$ cat config.mk
export PLATFORM = sky130hd
export DESIGN_NAME = process_deque_with_mean_unit
export DESIGN_NICKNAME = d
export VERILOG_FILES = /design/src/design/dqm_pkg.sv /design/src/design/process_deque_with_mean_unit.sv /design/src/design/dqm_ram.sv /design/src/design/dqm_div.sv
export SDC_FILE = /design/constraint.sdc
export NUM_CORES = 1
export LEC_CHECK = 0
export ABC_CLOCK_PERIOD_IN_PS = 11250
export BUFFER_PORTS_ARGS = -buffer_cell sky130_fd_sc_hd__clkbuf_2
export CAP_MARGIN = 25
export CORE_UTILIZATION = 30
export CTS_BUF_LIST = sky130_fd_sc_hd__clkbuf_8 sky130_fd_sc_hd__clkbuf_16
export DETAILED_ROUTE_END_ITERATION = 8
export GPL_TIMING_DRIVEN = 0
export MAX_ROUTING_LAYER = met4
export SETUP_SLACK_MARGIN = 0.05
export SLEW_MARGIN = 25
export SYNTH_ARGS = -nofsm -noshare
export SYNTH_HDL_FRONTEND = slang
export SYNTH_SLANG_ARGS = --single-unit
$ cat constraint.sdc
create_clock -name clock -period 11.25 [get_ports clock]
set_input_delay 0.5625 -clock clock [delete_from_list [all_inputs] [get_ports clock]]
set_output_delay 0.5625 -clock clock [all_outputs]
set_load 0.05 [all_outputs]
$ cat src/design/dqm_pkg.sv
`default_nettype none
// ----------------------------------------------------------------------------
// dqm_pkg : shared types and constants for the process deque
// Record layout, transaction structs, operation and status codes, and the
// modular slot arithmetic of the ring store.
// ----------------------------------------------------------------------------
package dqm_pkg;

   localparam int DEPTH       = 16;
   localparam int IDX_W       = (DEPTH > 1) ? $clog2(DEPTH) : 1;
   localparam int CNT_W       = $clog2(DEPTH + 1);
   localparam int ID_W        = 32;
   localparam int TIME_W      = 16;
   localparam int REC_W       = ID_W + TIME_W;
   localparam int SUM_W       = TIME_W + IDX_W;
   localparam int FRAC_W      = 8;
   localparam int DIVD_W      = SUM_W + FRAC_W;
   localparam int STEP_W      = $clog2(DIVD_W + 1);
   localparam int MEAN_W      = 24;
   localparam int COUNT_OUT_W = 5;
   localparam int OP_W        = 3;
   localparam int STATUS_W    = 2;

   typedef enum logic [OP_W-1:0] {
      OP_PUSH_FRONT = 3'd0,
      OP_PUSH_BACK  = 3'd1,
      OP_POP_FRONT  = 3'd2,
      OP_POP_BACK   = 3'd3,
      OP_QUERY      = 3'd4
   } op_type;

   typedef enum logic [STATUS_W-1:0] {
      ST_OK    = 2'd0,
      ST_EMPTY = 2'd1,
      ST_FULL  = 2'd2
   } status_type;

   typedef enum logic [2:0] {
      S_IDLE,
      S_EXEC,
      S_POP_DATA,
      S_RD_FRONT,
      S_RD_BACK,
      S_CAP_BACK,
      S_DIV_WAIT
   } state_type;

   typedef struct packed {
      logic [OP_W-1:0]   operation;
      logic [ID_W-1:0]   process_id;
      logic [TIME_W-1:0] run_time;
   } req_type;

   typedef struct packed {
      logic [ID_W-1:0]        front_id;
      logic [TIME_W-1:0]      front_time;
      logic [ID_W-1:0]        back_id;
      logic [TIME_W-1:0]      back_time;
      logic [COUNT_OUT_W-1:0] entry_count;
      logic [MEAN_W-1:0]      mean_time;
      logic [STATUS_W-1:0]    status;
   } rsp_type;

   typedef struct packed {
      logic [ID_W-1:0]   rec_id;
      logic [TIME_W-1:0] rec_time;
   } record_type;

   // (base + off) mod DEPTH for off up to DEPTH, where one subtract wraps it
   function automatic logic [IDX_W-1:0] slot_add(input logic [IDX_W-1:0] base,
                                                 input logic [CNT_W-1:0] off);
      logic [CNT_W:0] s;
      s = (CNT_W+1)'(base) + (CNT_W+1)'(off);
      if (s >= (CNT_W+1)'(DEPTH)) begin
         s = s - (CNT_W+1)'(DEPTH);
      end
      return IDX_W'(s);
   endfunction

endpackage
`default_nettype wire

$ cat src/design/process_deque_with_mean_unit.sv
`default_nettype none
// ----------------------------------------------------------------------------
// process_deque_with_mean_unit : bounded deque of process records with mean
// Ring store of records with push/pop at both ends, query, and a running
// mean run time computed by a serial divider.
// ----------------------------------------------------------------------------
// Each transaction is accepted when start is high and busy is low, and yields
// exactly one result on rsp_data, marked by rsp_strobe for a single cycle; the
// receiver cannot stall it. When records remain after the operation, the
// result waits on the serial divider, which produces one bit of the 28-bit
// quotient per cycle, of which mean_time takes the low 24 bits; when the queue
// is left empty the divider is not used. A pop adds the S_POP_DATA state.
// busy stays high from accept until the edge that takes the result.
module process_deque_with_mean_unit
   import dqm_pkg::*;
(
   input  wire logic    clock,
   input  wire logic    reset,
   input  wire logic    start,
   output logic         busy,
   input  wire req_type req_data,
   output logic         rsp_strobe,
   output rsp_type      rsp_data
);

   state_type        state_ff, state_in;
   req_type          req_ff, req_in;
   logic [IDX_W-1:0] head_ff, head_in;
   logic [CNT_W-1:0] count_ff, count_in;
   logic [SUM_W-1:0] sum_ff, sum_in;
   status_type       status_ff, status_in;
   rsp_type          rsp_ff, rsp_in;
   logic             rsp_strobe_ff, rsp_strobe_in;

   logic             wr_en;
   logic [IDX_W-1:0] wr_addr;
   logic [REC_W-1:0] wr_data;
   logic [IDX_W-1:0] rd_addr;
   logic [REC_W-1:0] rd_raw;
   record_type       rd_rec;

   logic              div_start;
   logic              div_done;
   logic [DIVD_W-1:0] div_quotient;
   logic [IDX_W-1:0]  back_slot;
   logic              is_full;
   logic              is_empty;

   dqm_ram #(
      .DATA_W    (REC_W),
      .RAM_DEPTH (DEPTH)
   ) u_store (
      .clock   (clock),
      .wr_en   (wr_en),
      .wr_addr (wr_addr),
      .wr_data (wr_data),
      .rd_addr (rd_addr),
      .rd_data (rd_raw)
   );

   dqm_div u_div (
      .clock    (clock),
      .reset    (reset),
      .start    (div_start),
      .dividend ({sum_ff, {FRAC_W{1'b0}}}),
      .divisor  (count_ff),
      .done     (div_done),
      .quotient (div_quotient)
   );

   assign rd_rec    = record_type'(rd_raw);
   assign back_slot = slot_add(head_ff, count_ff - CNT_W'(1));
   assign is_full   = (count_ff >= CNT_W'(DEPTH));
   assign is_empty  = (count_ff == '0);
   assign wr_data   = {req_ff.process_id, req_ff.run_time};

   always_comb begin
      state_in      = state_ff;
      req_in        = req_ff;
      head_in       = head_ff;
      count_in      = count_ff;
      sum_in        = sum_ff;
      status_in     = status_ff;
      rsp_in        = rsp_ff;
      rsp_strobe_in = 1'b0;
      wr_en         = 1'b0;
      wr_addr       = slot_add(head_ff, count_ff);
      rd_addr       = head_ff;
      div_start     = 1'b0;

      unique case (state_ff)
         S_IDLE: begin
            if (start) begin
               req_in    = req_data;
               status_in = ST_OK;
               state_in  = S_EXEC;
            end
         end
         S_EXEC: begin
            state_in = S_RD_FRONT;
            case (req_ff.operation) inside
               OP_PUSH_FRONT, OP_PUSH_BACK: begin
                  if (is_full) begin
                     status_in = ST_FULL;
                  end else begin
                     wr_en = 1'b1;
                     if (req_ff.operation == OP_PUSH_FRONT) begin
                        wr_addr = slot_add(head_ff, CNT_W'(DEPTH - 1));
                        head_in = wr_addr;
                     end
                     count_in = count_ff + CNT_W'(1);
                     sum_in   = sum_ff + SUM_W'(req_ff.run_time);
                  end
               end
               OP_POP_FRONT, OP_POP_BACK: begin
                  if (is_empty) begin
                     status_in = ST_EMPTY;
                  end else begin
                     // fetch the leaving record so its time can be dropped
                     if (req_ff.operation == OP_POP_FRONT) begin
                        rd_addr = head_ff;
                        head_in = slot_add(head_ff, CNT_W'(1));
                     end else begin
                        rd_addr = back_slot;
                     end
                     count_in = count_ff - CNT_W'(1);
                     state_in = S_POP_DATA;
                  end
               end
               default: begin
                  if (is_empty) begin
                     status_in = ST_EMPTY;
                  end
               end
            endcase
         end
         S_POP_DATA: begin
            sum_in   = sum_ff - SUM_W'(rd_rec.rec_time);
            state_in = S_RD_FRONT;
         end
         S_RD_FRONT: begin
            if (is_empty) begin
               rsp_in             = '0;
               rsp_in.entry_count = COUNT_OUT_W'(count_ff);
               rsp_in.status      = status_ff;
               rsp_strobe_in      = 1'b1;
               state_in           = S_IDLE;
            end else begin
               rd_addr   = head_ff;
               div_start = 1'b1;
               state_in  = S_RD_BACK;
            end
         end
         S_RD_BACK: begin
            rsp_in.front_id   = rd_rec.rec_id;
            rsp_in.front_time = rd_rec.rec_time;
            rd_addr           = back_slot;
            state_in          = S_CAP_BACK;
         end
         S_CAP_BACK: begin
            rsp_in.back_id   = rd_rec.rec_id;
            rsp_in.back_time = rd_rec.rec_time;
            state_in         = S_DIV_WAIT;
         end
         S_DIV_WAIT: begin
            if (div_done) begin
               rsp_in.mean_time   = MEAN_W'(div_quotient);
               rsp_in.entry_count = COUNT_OUT_W'(count_ff);
               rsp_in.status      = status_ff;
               rsp_strobe_in      = 1'b1;
               state_in           = S_IDLE;
            end
         end
         default: begin
            state_in = S_IDLE;
         end
      endcase
   end

   always_ff @(posedge clock) begin
      if (reset) begin
         state_ff      <= S_IDLE;
         head_ff       <= '0;
         count_ff      <= '0;
         sum_ff        <= '0;
         rsp_strobe_ff <= 1'b0;
      end else begin
         state_ff      <= state_in;
         head_ff       <= head_in;
         count_ff      <= count_in;
         sum_ff        <= sum_in;
         rsp_strobe_ff <= rsp_strobe_in;
      end
      req_ff    <= req_in;
      status_ff <= status_in;
      rsp_ff    <= rsp_in;
   end

   assign busy       = (state_ff != S_IDLE);
   assign rsp_strobe = rsp_strobe_ff;
   assign rsp_data   = rsp_ff;

endmodule
`default_nettype wire

$ cat src/design/dqm_ram.sv
`default_nettype none
// ----------------------------------------------------------------------------
// dqm_ram : generic single-write, single-read RAM
// One write port and one read port; read data is registered.
// ----------------------------------------------------------------------------
module dqm_ram #(
   parameter int DATA_W    = 8,
   parameter int RAM_DEPTH = 16
) (
   input  wire logic                                            clock,
   input  wire logic                                            wr_en,
   input  wire logic [((RAM_DEPTH > 1) ? $clog2(RAM_DEPTH) : 1)-1:0] wr_addr,
   input  wire logic [DATA_W-1:0]                               wr_data,
   input  wire logic [((RAM_DEPTH > 1) ? $clog2(RAM_DEPTH) : 1)-1:0] rd_addr,
   output logic      [DATA_W-1:0]                               rd_data
);

   logic [DATA_W-1:0] mem [RAM_DEPTH];
   logic [DATA_W-1:0] rd_data_ff;

   always_ff @(posedge clock) begin
      if (wr_en) begin
         mem[wr_addr] <= wr_data;
      end
      rd_data_ff <= mem[rd_addr];
   end

   assign rd_data = rd_data_ff;

endmodule
`default_nettype wire

$ cat src/design/dqm_div.sv
`default_nettype none
// ----------------------------------------------------------------------------
// dqm_div : serial restoring divider
// Produces one quotient bit per cycle; done pulses for one cycle at the end.
// ----------------------------------------------------------------------------
module dqm_div
   import dqm_pkg::*;
(
   input  wire logic              clock,
   input  wire logic              reset,
   input  wire logic              start,
   input  wire logic [DIVD_W-1:0] dividend,
   input  wire logic [CNT_W-1:0]  divisor,
   output logic                   done,
   output logic      [DIVD_W-1:0] quotient
);

   logic              busy_ff, busy_in;
   logic              done_ff, done_in;
   logic [STEP_W-1:0] step_ff, step_in;
   logic [DIVD_W-1:0] quo_ff, quo_in;
   logic [CNT_W:0]    rem_ff, rem_in;
   logic [CNT_W-1:0]  dsr_ff, dsr_in;
   logic [CNT_W:0]    trial;
   logic              fits;

   always_comb begin
      busy_in = busy_ff;
      done_in = 1'b0;
      step_in = step_ff;
      quo_in  = quo_ff;
      rem_in  = rem_ff;
      dsr_in  = dsr_ff;
      // bring down the next dividend bit and try the subtraction
      trial   = {rem_ff[CNT_W-1:0], quo_ff[DIVD_W-1]};
      fits    = (trial >= {1'b0, dsr_ff});
      if (start) begin
         busy_in = 1'b1;
         step_in = STEP_W'(DIVD_W);
         quo_in  = dividend;
         rem_in  = '0;
         dsr_in  = divisor;
      end else if (busy_ff) begin
         rem_in  = fits ? (trial - {1'b0, dsr_ff}) : trial;
         quo_in  = {quo_ff[DIVD_W-2:0], fits};
         step_in = step_ff - STEP_W'(1);
         if (step_ff == STEP_W'(1)) begin
            busy_in = 1'b0;
            done_in = 1'b1;
         end
      end
   end

   always_ff @(posedge clock) begin
      if (reset) begin
         busy_ff <= 1'b0;
         done_ff <= 1'b0;
         step_ff <= '0;
      end else begin
         busy_ff <= busy_in;
         done_ff <= done_in;
         step_ff <= step_in;
      end
      quo_ff <= quo_in;
      rem_ff <= rem_in;
      dsr_ff <= dsr_in;
   end

   assign done     = done_ff;
   assign quotient = quo_ff;

endmodule
`default_nettype wire
==> reports/qor.yml, run 1 <==
route:
  ant_nets: 0
  drtIter0Drc: 2030
  wl_per_cell_um: 22.4
  num_vias: 21600
  vias_per_cell: 4.78
  dr.pass1.iters: 5
  drcViolationCount: 0
  route.final.wire_length_um: 101000
placement:
  place.gp.congestion: 0.830
  dp_slack_ps: 6250
  dp_cells: 4268
  place_area_um2: 46200
  dp_hpwl_um: 69500
  numPortBuffers: 182
sta:
  fin_ws_ps: 6200
  maxSlewViolCount: 0
  worst_pin_slew_ps: 1090
  fmax_ghz: 0.198
  max_slew_margin_pct: 26.7
  timing.hold.ws_ps: 51.3
  finalClockSkew_ps: 46.4
  hold_violations: 0
  fin_crit_sh_pct: 44.9
  setup_viol: 0
  rsz0062_at_grt: "false"
  final.setup.tns_ps: 0
  layout_min_cycle_time_ps: 5050
cts:
  cts.path.max_buffers: 3
  cts_tree: "done"
  root_buffer: "clkbuf_16"
  h-tree-depth: 3
  clkSlewWorstSetupHoldPaths_ps: 60
  post_cts.repair.setup_buffers: 0
  clock-sinks: 1074
  insertion_delay_ps: 710
  numCtsBuffers: 112
synthesis:
  syn_area_per_cell_um2: 18.6
  synth_area_um2: 41700
  yosysTopAreaCell: "edfxtp_1"
  synth_cell_types: 60
  synth-async-reset-ratio_pct: 0
  synth_edf_count: 973
  ys.flop_type: "edfxtp_1"
  ys_top_cells_by_area: "edfxtp_1 (70%), mux4_2 (10%), dfxtp_1 (4.9%), mux2i_1 (1.6%), and3_1 (1.1%)"
  synth_seq_area_share_pct: 75.0
  yosysTopAreaCellShare_pct: 70.1
  yosysMostFrequentCell: "edfxtp_1"
  ys_top_cells_by_count: "edfxtp_1 (973), mux4_2 (192), nand2_1 (109), dfxtp_1 (101), a21oi_1 (93)"
  synthCells: 2242
  synth_fp_nets: 2338
  yosysWarnings: 0
  synth-seq-cells: 1074
power_and_ir_drop:
  peakVddDrop_mv: 0.127
  powerDensity_nw_per_um2: 190
  leakage_nw: 17.5
  power_mw: 9.56
critical_path:
  arrival_ps: 5520
  critPathLaunchType: "register"
  cp_data_required_time_ps: 11720
  worstSetupEndpointType: "register"
  crit_fanout: 10
  critPathKind: "reg -> reg"
layout:
  seqCellArea_um2: 31200
  multi_input_area_um2: 9850
  n_fill_cell: 12700
  postLayoutCellArea_um2: 50300
  finalNetCount: 2708
  finalNonFillerCells: 4515
  layout-drive-gt1-share_pct: 24.8
  syn_to_final_growth_pct: 20.8
  final_util_pct: 36.6
floorplanning:
  pin_count: 183
  dieWidth_um: 375
  start_util_pct: 30.3
  coreArea_um2: 138000
  die-area_um2: 140000
  die_h_um: 375
  rows: 136
grt:
  grt.overflow.total: 0
  grt_max_degree: 33
  grt_pass1_wl_um: 148000
  grt_antenna_before_repair: 14
  grt_pass1_vias: 22000
  grtUsageTotal_pct: 14.8
outcome:
  outcome: "finished, final reports clean"
worst_hold_path:
  hold_class: "in -> reg"
job:
  cap_viol_max_count: 0
## cells in the final DEF (no fill, tap or decap), types with 10 or more instances in the layout
master,netlist,routed
clkinv_2,0,17
nor3_1,15,15
buf_12,0,19
ha_1,38,38
dlygate4sd3_1,0,24
clkinv_1,0,21
a21oi_1,93,92
clkbuf_8,0,12
mux4_2,192,192
dfxtp_1,101,101
buf_6,8,10
a211oi_1,57,57
bufinv_16,0,15
nor2b_1,60,59
buf_4,13,13
nor2_1,73,57
edfxtp_1,973,973
nand2_1,109,109
o21ai_0,55,53
buf_16,0,28
clkbuf_16,0,114
xnor2_1,28,28
mux2i_1,66,66
nor2_4,0,16
clkbuf_2,0,183
and2_1,50,49
inv_1,30,47
xor2_1,23,23
and3_1,76,76
clkbuf_1,81,80
buf_2,20,20
## final timing paths
path | from | to | slack, ps | depth (start not counted)
setup / recovery | count_ff[0] | u_store.rd_data[19] | 6200 | 12
hold / removal | req_data[4] | req_ff[4] | 50 | 1
setup reg to reg | count_ff[0] | u_store.rd_data[19] | 6200 | 12
hold reg to reg | status_ff[1] | rsp_data[1] | 420 | 0
## critical path: stages (launching register included)
cell and delay, ps:
dfxtp_1 540, inv_1 190, ha_1 360, inv_1 80, ha_1 260, a21o_1 170
a21oi_1 160, xnor2_1 150, nor2_1 80, xnor2_1 850, clkbuf_1 830, clkbuf_1 720
a21oi_1 390
## routing by layer
metal	GRT usage (%)	share of wire (%)	up-vias
met5	-	0	-
met4	4.14	2.5	0
met3	2.98	7.0	146
met2	22.6	47	744
met1	20.0	44	11100
li1	-	-	9641
## kinds of logic after synthesis
family | share of synthesized area (%)
buffers and inverters | 1.70
XOR/XNOR | 1.07
adder cells (fa/ha/maj) | 1.33
multiplexers | 12.1
AO/OA/AOI/OAI | 3.51
flip-flops | 75.0
AND/OR/NAND/NOR | 5.30
## repair_timing
item | 4_1_cts | 5_1_grt
setup endpoints to repair | 0 | 0
resized for setup | 0 | 0
hold endpoints to repair | 24 | 0
hold buffers | 24 | 0
## where the power goes
| group | internal (mW) | switching, mW | total (mW) | leakage (nW) |
|---|---|---|---|---|
| registers | 4.56 | 0.177 | 4.74 | 9.72 |
| clock network | 2.27 | 1.56 | 3.83 | 1.98 |
| logic | 0.386 | 0.605 | 0.991 | 5.79 |
## cell type report
cell class	instances	share of cell area, %
antenna	9	0.0448
buffer	123	1.19
clock buffer	126	6.00
clock inverter	88	1.77
inverter	30	0.229
multi-input combinational	1015	19.6
sequential	1074	62.1
tap	1794	4.46
timing repair buffer	256	4.65
## sequential cells by signal (all words and copies together), names as in the netlist
name             flops
u_div.rem_ff         5
head_ff              4
u_div.quotient      28
state_ff             3
u_store.rd_data     48
u_store.mem        768
rsp_data           127
u_div.step_ff        5
u_div.dsr_ff         5
sum_ff              20
req_ff              51
count_ff             5
u_div.done           1
u_div.busy_ff        1
status_ff            2
rsp_strobe           1
Note: power is estimated with default switching activity, not from simulation.
==> inputs of run 2 (changes only) <==
--- a/config.mk
+++ b/config.mk
@@ -5,7 +5,7 @@
 export SDC_FILE = /design/constraint.sdc
 export NUM_CORES = 1
 export LEC_CHECK = 0
-export ABC_CLOCK_PERIOD_IN_PS = 11250
+export ABC_CLOCK_PERIOD_IN_PS = 5100
 export BUFFER_PORTS_ARGS = -buffer_cell sky130_fd_sc_hd__clkbuf_2
 export CAP_MARGIN = 25
 export CORE_UTILIZATION = 30
==> constraint.sdc (replaced) <==
create_clock -name clock -period 5.1 [get_ports clock]
set_input_delay 0.255 -clock clock [delete_from_list [all_inputs] [get_ports clock]]
set_output_delay 0.255 -clock clock [all_outputs]
set_load 0.05 [all_outputs]
==> reports/qor.yml, run 2 (same netlist as run 1, synthesis figures left out) <==
outcome:
  outcome: "finished, final reports clean"
route:
  m1WireLength_um: 45300  # +1.6%
  vias_per_cell: 4.79  # +0.14%
  wl_met2_um: 47300  # +0.27%
  drtIter0Drc: 2034  # +0.20%
  drcViolationCount: 0  # unchanged
  ant_nets: 0  # unchanged
  dr.pass1.iters: 5  # unchanged
  highest_layer: "met4"
  dr_wl_met3_um: 6480  # -8.4%
  route.final.wire_length_um: 102000  # +0.23%
  num_vias: 21700  # +0.74%
  wl_per_cell_um: 22.4  # -0.37%
cts:
  h-tree-depth: 3  # unchanged
  clock-sinks: 1074  # unchanged
  clkSlewWorstSetupHoldPaths_ps: 60  # about the same
  root_buffer: "clkbuf_16"
  numCtsBuffers: 112  # unchanged
  insertion_delay_ps: 710  # about the same
  post_cts.repair.setup_buffers: 0  # unchanged
  cts_tree: "done"
  cts.path.max_buffers: 3  # unchanged
floorplanning:
  coreArea_um2: 138000  # unchanged
  start_util_pct: 30.3  # unchanged
  die-area_um2: 140000  # unchanged
  pin_count: 183  # unchanged
  rows: 136  # unchanged
  die_h_um: 375  # unchanged
  dieWidth_um: 375  # unchanged
power_and_ir_drop:
  leakage_nw: 17.6  # +0.72%
  switching_share_pct: 24.5  # +0.036 points
  peakVddDrop_mv: 0.281  # +120%
  power_mw: 21.1  # +120%
  internal-power_mw: 15.9  # +120%
  powerDensity_nw_per_um2: 417  # +120%
  pwr-share-comb_pct: 10.4  # about the same
  switching_power_mw: 5.18  # +120%
  clock_power_share_pct: 40.1  # about the same
  power.share.sequential_pct: 49.5  # about the same
worst_hold_path:
  whs_endpoint: "req_ff[32]"
  hp-start: "req_data[32]"
  hold_class: "in -> reg"
  hold_path_depth: 2  # +1
layout:
  syn_to_final_growth_pct: 21.5
  postLayoutCellArea_um2: 50600  # +0.59%
  finalNonFillerCells: 4542  # +0.60%
  top_register: "u_store.mem"
  final_cell_mix: "edfxtp_1 (973), mux4_2 (192), clkbuf_2 (183)"
  layout-drive-gt1-share_pct: 24.6  # -0.23 points
  largest_register_ffs: 768  # unchanged
  finalNetCount: 2737  # +1.1%
  multi_input_area_um2: 9860  # about the same
  seqCellArea_um2: 31200  # unchanged
  final_util_pct: 36.8  # +0.22 points
  final_common_cell: "edfxtp_1"
  n_fill_cell: 12700  # -0.13%
grt:
  grt_pass1_vias: 22100  # +0.40%
  grt.overflow.total: 0  # unchanged
  grt_max_degree: 33  # unchanged
  grt_pass1_wl_um: 148000  # +0.22%
  grtUsageTotal_pct: 14.8  # +0.025 points
  grt_antenna_before_repair: 14  # unchanged
critical_path:
  rrSetupSlack_ps: 400  # -5810 ps
  arrival_ps: 5180  # -340 ps
  critPathKind: "reg -> reg"
  rr_endpoint: "u_store.rd_data[21]"
  cp_data_required_time_ps: 5580  # -6140 ps
  crit_fanout: 10  # unchanged
  worstSetupEndpointType: "register"
  r2r_start: "count_ff[0]"
  critPathLaunchType: "register"
  reg2reg_depth: 12  # unchanged
sta:
  worst_pin_slew_ps: 1070  # -20.8 ps
  setup_viol: 0  # unchanged
  layout_min_cycle_time_ps: 4700  # -344 ps
  fmax_ghz: 0.213  # +7.3%
  finalClockSkew_ps: 46.8  # +0.329 ps
  fin_crit_sh_pct: 92.2  # +47 points
  maxSlewViolCount: 0  # unchanged
  final.setup.tns_ps: 0  # unchanged
  fin_ws_ps: 397  # -5810 ps
  hold_violations: 0  # unchanged
  max_slew_margin_pct: 28.6  # +1.9 points
  timing.hold.ws_ps: 254  # +203 ps
  rsz0062_at_grt: "false"
placement:
  dp_hpwl_um: 69500  # unchanged
  dp_cells: 4268  # unchanged
  place.gp.congestion: 0.830  # unchanged
  place_area_um2: 46200  # unchanged
  dp_slack_ps: 97.8  # -6150 ps
  numPortBuffers: 182  # unchanged
job:
  cap_viol_max_count: 0  # unchanged
run 2: worst max-delay path by stage:
stage,startpoint,cells past startpoint,end,slack [ps]
2_1_floorplan,state_ff[0],10,u_store.mem[6][0],680
3_3_place_gp,state_ff[0],10,u_store.mem[7][28],-2340
3_5_place_dp,count_ff[0],12,u_store.rd_data[19],100
4_1_cts,count_ff[0],12,u_store.rd_data[19],60
5_1_grt,count_ff[0],12,u_store.rd_data[20],170
6_report,count_ff[0],12,u_store.rd_data[21],400
run 2: area by class of cell:
class	instances	share of cell area [%]
antenna	7	0.0346
buffer	123	1.19
clock buffer	126	5.96
clock inverter	88	1.75
inverter	30	0.227
multi-input combinational	1015	19.5
sequential	1074	61.7
tap	1794	4.43
timing repair buffer	285	5.20
run 2: worst max-delay path, cell delays in order, from the launching register on:
cell	delay, ps
dfxtp_1	550
inv_1	190
ha_1	360
inv_1	80
ha_1	260
a21o_1	170
a21oi_1	160
xnor2_1	150
nor2_1	90
xnor2_2	510
clkdlybuf4s15_1	840
clkbuf_1	690
a21oi_1	390
run 2: power by group through the flow:
stage	Combinational [mW]	Clock, mW	Sequential [mW]
final	2.20	8.47	10.5
after CTS	2.23	8.64	10.5
after global placement	2.09	0	10.7
after global routing	2.40	8.96	10.5
after floorplan	1.37	0	10.6
after detailed placement	2.19	0	10.6
run 2: repair_timing:
action,CTS,global route
endpoints found under the setup margin,0,7
endpoints found under the hold margin,55,0
resized for setup,0,3
hold buffers,53,0
run 2: metal layers:
layer | vias to the layer above | track usage [%]
met5 | - | -
met4 | 0 | 4.16
met3 | 143 | 2.96
met2 | 700 | 22.6
met1 | 11200 | 20.0
li1 | 9699 | -
